### src/ubxd_pkg.sv
// Shared types, codes and constants of the binary frame deframer.
package ubxd_pkg;

    localparam int unsigned MAX_PAYLOAD = 512;
    localparam int unsigned LIMIT_W = 16;

    localparam logic [7:0] SYNC_FIRST = 8'hB5;
    localparam logic [7:0] SYNC_SECOND = 8'h62;
    localparam logic [9:0] MAX_LEN_RESET = 10'd400;

    localparam logic [1:0] KIND_PAYLOAD = 2'd0;
    localparam logic [1:0] KIND_GOOD = 2'd1;
    localparam logic [1:0] KIND_BAD = 2'd2;

    typedef struct packed {
        logic [1:0] kind;
        logic [7:0] data;
        logic [7:0] frame_class;
        logic [7:0] msg_id;
        logic [8:0] offset;
        logic [9:0] length;
    } result_t;

endpackage

### src/ubx_frame_deframer.sv
// Top level of the binary frame deframer with configuration register.
// The input channel takes one received serial byte per beat (in_valid, in_stall,
// rx_byte). The output channel delivers at most one result per input beat: a
// payload byte with its offset, or a frame end that reports whether the two
// Fletcher check bytes matched. Bytes outside a frame, header bytes and check
// byte A produce no result.
// A byte is taken every cycle while the skid stage is empty. A result is
// registered in the output register, or in the skid stage when the output
// register holds a stalled beat; the parser forms it from its state and the byte.
// When the receiver stalls, the output register holds its beat and one more
// result can be caught in the skid stage; in_stall then rises until the
// output drains.
// Reset returns the parser to the hunt for the first sync byte, empties both
// result stages and sets the payload length limit to 400. The user must write
// it via cfg_write_en/cfg_write_data with no frame in progress; not enforced.
module ubx_frame_deframer
    import ubxd_pkg::*;
(
    input  logic       clk,
    input  logic       rst_n,
    input  logic       cfg_write_en,
    input  logic [9:0] cfg_write_data,
    input  logic       in_valid,
    output logic       in_stall,
    input  logic [7:0] rx_byte,
    output logic       out_valid,
    input  logic       out_stall,
    output logic [1:0] result_kind,
    output logic [7:0] data_byte,
    output logic [7:0] message_class,
    output logic [7:0] message_id,
    output logic [8:0] byte_offset,
    output logic [9:0] frame_length
);

    logic [9:0] max_len_reg;
    logic       accept;
    logic       res_valid;
    result_t    res;
    result_t    out_res;
    logic       skid_full;

    always_ff @(posedge clk or negedge rst_n)
    begin
        if (!rst_n)
        begin
            max_len_reg <= MAX_LEN_RESET;
        end
        else if (cfg_write_en)
        begin
            max_len_reg <= cfg_write_data;
        end
    end

    assign in_stall = skid_full;
    assign accept = in_valid && !skid_full;

    ubxd_parser u_parser (
        .clk       (clk),
        .rst_n     (rst_n),
        .accept    (accept),
        .rx_byte   (rx_byte),
        .max_len   (max_len_reg),
        .res_valid (res_valid),
        .res       (res)
    );

    ubxd_skid u_skid (
        .clk       (clk),
        .rst_n     (rst_n),
        .push      (res_valid),
        .push_res  (res),
        .out_stall (out_stall),
        .out_valid (out_valid),
        .out_res   (out_res),
        .full      (skid_full)
    );

    assign result_kind = out_res.kind;
    assign data_byte = out_res.data;
    assign message_class = out_res.frame_class;
    assign message_id = out_res.msg_id;
    assign byte_offset = out_res.offset;
    assign frame_length = out_res.length;

endmodule

### src/ubxd_parser.sv
// Byte-level frame parser: sync hunt, header capture, Fletcher sums and check.
module ubxd_parser
    import ubxd_pkg::*;
(
    input  logic          clk,
    input  logic          rst_n,
    input  logic          accept,
    input  logic [7:0]    rx_byte,
    input  logic [9:0]    max_len,
    output logic          res_valid,
    output result_t       res
);

    typedef enum logic [8:0] {
        PH_HUNT    = 9'b000000001,
        PH_SYNC2   = 9'b000000010,
        PH_CLASS   = 9'b000000100,
        PH_ID      = 9'b000001000,
        PH_LEN_LO  = 9'b000010000,
        PH_LEN_HI  = 9'b000100000,
        PH_PAYLOAD = 9'b001000000,
        PH_CK_A    = 9'b010000000,
        PH_CK_B    = 9'b100000000
    } phase_t;

    phase_t      phase_reg, phase_next;
    logic [7:0]  class_reg, class_next;
    logic [7:0]  id_reg, id_next;
    logic [7:0]  len_lo_reg, len_lo_next;
    logic [9:0]  decl_len_reg, decl_len_next;
    logic [9:0]  count_reg, count_next;
    logic [7:0]  sum_a_reg, sum_a_next;
    logic [7:0]  sum_b_reg, sum_b_next;
    logic [7:0]  ck_a_reg, ck_a_next;

    logic [7:0]         add_a;
    logic [7:0]         add_b;
    logic [9:0]         count_inc;
    logic [LIMIT_W-1:0] limit;
    logic [LIMIT_W-1:0] frame_len;

    assign add_a = sum_a_reg + rx_byte;
    assign add_b = sum_b_reg + add_a;
    assign count_inc = count_reg + 10'd1;
    assign frame_len = {rx_byte, len_lo_reg};

    always_comb
    begin
        if (LIMIT_W'(max_len) > LIMIT_W'(MAX_PAYLOAD))
        begin
            limit = LIMIT_W'(MAX_PAYLOAD);
        end
        else
        begin
            limit = LIMIT_W'(max_len);
        end
    end

    always_comb
    begin
        phase_next = phase_reg;
        class_next = class_reg;
        id_next = id_reg;
        len_lo_next = len_lo_reg;
        decl_len_next = decl_len_reg;
        count_next = count_reg;
        sum_a_next = sum_a_reg;
        sum_b_next = sum_b_reg;
        ck_a_next = ck_a_reg;
        res_valid = 1'b0;
        res.kind = KIND_PAYLOAD;
        res.data = 8'd0;
        res.frame_class = class_reg;
        res.msg_id = id_reg;
        res.offset = 9'd0;
        res.length = decl_len_reg;
        if (accept)
        begin
            case (phase_reg)
                PH_SYNC2:
                begin
                    if (rx_byte == SYNC_SECOND)
                    begin
                        sum_a_next = 8'd0;
                        sum_b_next = 8'd0;
                        count_next = 10'd0;
                        phase_next = PH_CLASS;
                    end
                    else if (rx_byte != SYNC_FIRST)
                    begin
                        phase_next = PH_HUNT;
                    end
                end
                PH_CLASS:
                begin
                    class_next = rx_byte;
                    sum_a_next = add_a;
                    sum_b_next = add_b;
                    phase_next = PH_ID;
                end
                PH_ID:
                begin
                    id_next = rx_byte;
                    sum_a_next = add_a;
                    sum_b_next = add_b;
                    phase_next = PH_LEN_LO;
                end
                PH_LEN_LO:
                begin
                    len_lo_next = rx_byte;
                    sum_a_next = add_a;
                    sum_b_next = add_b;
                    phase_next = PH_LEN_HI;
                end
                PH_LEN_HI:
                begin
                    sum_a_next = add_a;
                    sum_b_next = add_b;
                    if (frame_len > limit)
                    begin
                        phase_next = PH_HUNT;
                    end
                    else
                    begin
                        decl_len_next = frame_len[9:0];
                        count_next = 10'd0;
                        phase_next = (frame_len == '0) ? PH_CK_A : PH_PAYLOAD;
                    end
                end
                PH_PAYLOAD:
                begin
                    sum_a_next = add_a;
                    sum_b_next = add_b;
                    res_valid = 1'b1;
                    res.kind = KIND_PAYLOAD;
                    res.data = rx_byte;
                    res.offset = count_reg[8:0];
                    count_next = count_inc;
                    if (count_inc >= decl_len_reg)
                    begin
                        phase_next = PH_CK_A;
                    end
                end
                PH_CK_A:
                begin
                    ck_a_next = rx_byte;
                    phase_next = PH_CK_B;
                end
                PH_CK_B:
                begin
                    res_valid = 1'b1;
                    res.kind = (sum_a_reg == ck_a_reg && sum_b_reg == rx_byte) ?
                               KIND_GOOD : KIND_BAD;
                    phase_next = PH_HUNT;
                end
                default:
                begin
                    phase_next = (rx_byte == SYNC_FIRST) ? PH_SYNC2 : PH_HUNT;
                end
            endcase
        end
    end

    always_ff @(posedge clk or negedge rst_n)
    begin
        if (!rst_n)
        begin
            phase_reg <= PH_HUNT;
            class_reg <= 8'd0;
            id_reg <= 8'd0;
            len_lo_reg <= 8'd0;
            decl_len_reg <= 10'd0;
            count_reg <= 10'd0;
            sum_a_reg <= 8'd0;
            sum_b_reg <= 8'd0;
            ck_a_reg <= 8'd0;
        end
        else
        begin
            phase_reg <= phase_next;
            class_reg <= class_next;
            id_reg <= id_next;
            len_lo_reg <= len_lo_next;
            decl_len_reg <= decl_len_next;
            count_reg <= count_next;
            sum_a_reg <= sum_a_next;
            sum_b_reg <= sum_b_next;
            ck_a_reg <= ck_a_next;
        end
    end

endmodule

### src/ubxd_skid.sv
// Result output register with a one-entry skid stage behind it.
module ubxd_skid
    import ubxd_pkg::*;
(
    input  logic    clk,
    input  logic    rst_n,
    input  logic    push,
    input  result_t push_res,
    input  logic    out_stall,
    output logic    out_valid,
    output result_t out_res,
    output logic    full
);

    logic    out_valid_reg, out_valid_next;
    result_t out_res_reg, out_res_next;
    logic    skid_valid_reg, skid_valid_next;
    result_t skid_res_reg, skid_res_next;
    logic    out_take;

    assign out_take = out_valid_reg && !out_stall;

    always_comb
    begin
        out_valid_next = out_valid_reg;
        out_res_next = out_res_reg;
        skid_valid_next = skid_valid_reg;
        skid_res_next = skid_res_reg;
        if (skid_valid_reg && out_take)
        begin
            out_res_next = skid_res_reg;
            skid_valid_next = 1'b0;
        end
        else if (push)
        begin
            if (!out_valid_reg || out_take)
            begin
                out_valid_next = 1'b1;
                out_res_next = push_res;
            end
            else
            begin
                skid_valid_next = 1'b1;
                skid_res_next = push_res;
            end
        end
        else if (out_take)
        begin
            out_valid_next = 1'b0;
        end
    end

    always_ff @(posedge clk or negedge rst_n)
    begin
        if (!rst_n)
        begin
            out_valid_reg <= 1'b0;
            skid_valid_reg <= 1'b0;
        end
        else
        begin
            out_valid_reg <= out_valid_next;
            skid_valid_reg <= skid_valid_next;
        end
    end

    always_ff @(posedge clk)
    begin
        out_res_reg <= out_res_next;
        skid_res_reg <= skid_res_next;
    end

    assign out_valid = out_valid_reg;
    assign out_res = out_res_reg;
    assign full = skid_valid_reg;

endmodule

### config.mk
export PLATFORM = sky130hd
export DESIGN_NAME = ubx_frame_deframer
export DESIGN_NICKNAME = d
export VERILOG_FILES = /design/src/ubxd_pkg.sv /design/src/ubx_frame_deframer.sv /design/src/ubxd_parser.sv /design/src/ubxd_skid.sv
export SDC_FILE = /design/constraint.sdc
export NUM_CORES = 1
export LEC_CHECK = 0
export BUFFER_PORTS_ARGS = -buffer_cell sky130_fd_sc_hd__buf_2
export CORE_ASPECT_RATIO = 1.2
export CORE_MARGIN = 3
export CORE_UTILIZATION = 54
export DETAILED_ROUTE_END_ITERATION = 7
export PLACE_DENSITY_LB_ADDON = 0.08
export SLEW_MARGIN = 10
export SYNTH_ARGS = -nofsm -noshare
export SYNTH_HDL_FRONTEND = slang
export SYNTH_SLANG_ARGS = --single-unit
### constraint.sdc
create_clock -name clk -period 4.23 [get_ports clk]
set_input_delay 0.846 -clock clk [delete_from_list [all_inputs] [get_ports clk]]
set_output_delay 0.846 -clock clk [all_outputs]
set_load 0.02 [all_outputs]
==> summary.txt <==
Clock tree
  • Clock buffer depth: 2
  • Clock transition at path regs: 70 ps
  • TritonCTS buffer count: 17
  • Root Driver: clkbuf_16
  • Clock latency on the worst-skew pair: 430 ps
  • H-tree depth: 4
  • Post-cts sizing count: 0
  • CTS Hold Bufs: 0
  • CTS sink count: 179
  • Post-CTS setup buffer count: 0
  • TritonCTS clock tree: built

Synth
  • Cell area after synthesis: 8660 sq um
  • Post-synthesis register bit count: 179
  • Synth Flop Type: edfxtp_1
  • EDFF count, synth: 90
  • Synthesized area per cell: 12.5 sq um
  • Post-Syn Instances: 694
  • Warnings from Yosys: 0
  • Ys async rst share: 49.7%
  • Syn_nets: 754
  • Unique masters post-synth: 61
  • Post-synthesis sequential area ratio: 57.0%

Detailed routing
  • DRT Wirelength: 17.8 mm
  • DRC errors left: 0
  • DR vias/cell: 5.70
  • Detailed Routing Iterations Pass 1: 4
  • 1st-iter DRT viols: 373
  • Routed Antenna Nets: 0
  • Vias: 5594
  • Wire per inst: 18.1 um

Timing
  • Relative slew margins: 38.7%
  • Fin crit period: 3580 ps
  • Tcrit/Tclk final: 84.7%
  • Least-Margin Pin Slew: 920 ps
  • Final hold viol count: 0
  • Final setup viols: 0
  • Max Fclk: 0.279 GHz
  • RSZ-0062 raised after global routing: no
  • Post-route setup TNS: 0 ps
  • Worst clock skew: 13.8 ps
  • Slew Limit Fails: 0

Placement
  • Post-DP Area: 9220 sq um
  • DP HPWL: 12.5 mm
  • RePlAce Congestion: 0.884
  • Port Buf Inserts: 69

Cells and area
  • Area grow syn2layout: 13.5%
  • Nets: 820
  • Final core occ: 62.8%
  • Final Cell Area: 9830 sq um
  • Multi-input gate area: 3490 sq um
  • Register area: 4930 sq um
  • Fillers: 1256
  • Fraction of layout cells with a size suffix above 1: 25.9%
  • Number of diodes: 0

Floorplan
  • Site row count: 50
  • Core area: 15600 sq um
  • Die width: 122 um
  • Die H: 145 um
  • Starting Density: 55.4%
  • Die ar.: 17600 sq um
  • Io pins: 70

Hold path
  • Hold WC Path Type: reg2reg
  • Hold Path Depth: 0

Global route
  • Total global-route track usage: 21.4%
  • First-pass GRT wire length: 29.0 mm
  • Largest net degree at the start of global routing: 65
  • GRT overflow: 0
  • Vias in the first global route: 5676
  • Antenna violations before repair: 0

Power
  • PwrDens: 374 nW/um^2
  • Max IR drop VDD: 0.189 mV
  • Lkg Pwr: 0.00431 uW

Worst setup path
  • Reg2Reg Setup Slack: 650 ps
  • CP required: 4540 ps
  • Worst setup EP type: register
  • CP arrival: 3890 ps
  • Crit start category: register
  • Crit Path Category: reg2reg
  • Worst Path Max Fanout: 10
  • FF-to-FF path depth: 11

Run status
  • Outcome: finished clean

Flow run
  • # Max-Cap Violations: 0
-- cell families after synthesis --
group / synth area share (%)
adders and majority gates: 5.52
buffers and inverters: 2.83
xor gates and xnor gates: 3.84
DFF: 57.0
and+or+nand+nor: 11.1
muxes: 10.7
AOI/OAI and AO/OA: 9.05
-- stage by stage --
stage               setup slack (ps)  std cells  hold slack [ps]  power, uW
finish                           647        981              468       3670
global route                     310        981              485       3820
CTS                              609        981              465       3700
detailed placement               255        949              455       2110
global placement                 356        949              447       2100
floorplan                        669        694              437       2040
-- placed cells by master (no fill, tap or decap), types with 7 or more instances in the layout --
| master | synthesis | final |
|---|---|---|
| ha_1 | 35 | 35 |
| a21o_1 | 23 | 23 |
| nor4_1 | 10 | 10 |
| a21oi_1 | 16 | 15 |
| xor2_1 | 24 | 24 |
| nand2_1 | 49 | 49 |
| nand4_1 | 9 | 9 |
| edfxtp_1 | 90 | 90 |
| a22o_1 | 8 | 8 |
| dfrtp_1 | 85 | 85 |
| mux2_2 | 74 | 74 |
| mux2i_1 | 9 | 9 |
| nor3_1 | 15 | 15 |
| clkbuf_16 | 0 | 17 |
| buf_2 | 4 | 68 |
| xnor2_1 | 14 | 14 |
| inv_1 | 31 | 31 |
| o21ai_0 | 31 | 31 |
| buf_4 | 1 | 7 |
| nand3_1 | 13 | 13 |
| nor2_1 | 32 | 32 |
| and2_1 | 12 | 11 |
| and3_1 | 8 | 7 |
-- critical path, cell delays in order (launching register included) --
cell	delay (ps)
dfrtp_1	390
nor4_1	300
nand2_1	90
o41ai_1	380
nand2_1	120
ha_1	320
nand4_1	100
or4_1	460
a21boi_0	290
a21o_1	230
nand3b_1	370
mux2_2	390
-- cell usage after synthesis (all sizes together), types with 2 or more instances --
cell type	instances	area (sq um)
and4	2	17.5
buf	9	50.1
xnor2	14	123
a21oi	17	96.4
and2	12	75.1
a21o	24	181
a21boi	3	22.5
nor3	16	91.3
a22o	8	70.1
ha	35	438
nand2	49	184
o41ai	2	17.5
clkbuf	20	75.1
nand4	9	56.3
nand2b	3	18.8
or4	3	26.3
dfstp	4	105
a211oi	2	15.0
nor2b	5	31.3
o211ai	5	37.5
or3	2	17.5
nor4	12	105
and3	8	50.1
nor2	32	120
o21a	4	30.0
a31oi	6	37.5
nand3b	3	22.5
edfxtp	90	2700
mux2i	9	90.1
nand3	14	75.1
o2111ai	3	26.3
xor2	24	210
dfrtp	85	2130
o21bai	3	22.5
o21ai	32	164
or2	2	12.5
fa	2	40.0
o31ai	4	30.0
mux2	74	833
nor3b	3	22.5
inv	31	116
-- path summary, 6_finish.rpt --
| path | startpoint | to |
|---|---|---|
| max in group asynchronous | rst_n | u_parser.ck_a_reg[0] |
| min in group asynchronous | rst_n | u_parser.count_reg[3] |
| worst max register to register | max_len_reg[5] | u_parser.decl_len_reg[8] |
| worst max-delay path | max_len_reg[5] | u_parser.decl_len_reg[8] |
| worst min register to register | u_parser.id_reg[7] | u_skid.skid_res_reg[26] |
| worst min-delay path | u_parser.id_reg[7] | u_skid.skid_res_reg[26] |
-- area by class of cell --
class,instances,area share (%)
Clock buffer,19,4.51
Clock inverter,13,1.67
Inverter,32,1.22
Multi-Input combinational cell,454,35.5
Sequential cell,179,50.2
Tap cell,208,2.65
Timing Repair Buffer,76,4.20
-- layer usage --
metal,GRT usage [%],part of all wire [%],routed length (um)
met1,28.1,45,7920
met2,35.5,50,8850
met3,4.16,3.5,625
met5,0,0,0
met4,8.14,2.2,389
-- report_power, final --
| group | internal, uW | leakage, uW | switching (uW) |
|---|---|---|---|
| clock | 907 | 0.000291 | 689 |
| sequential | 1840 | 0.00194 | 21.1 |
| combinational | 90.5 | 0.00207 | 127 |
| total | 2840 | 0.00431 | 837 |
No activity file was read; power rests on OpenSTA's default activity.
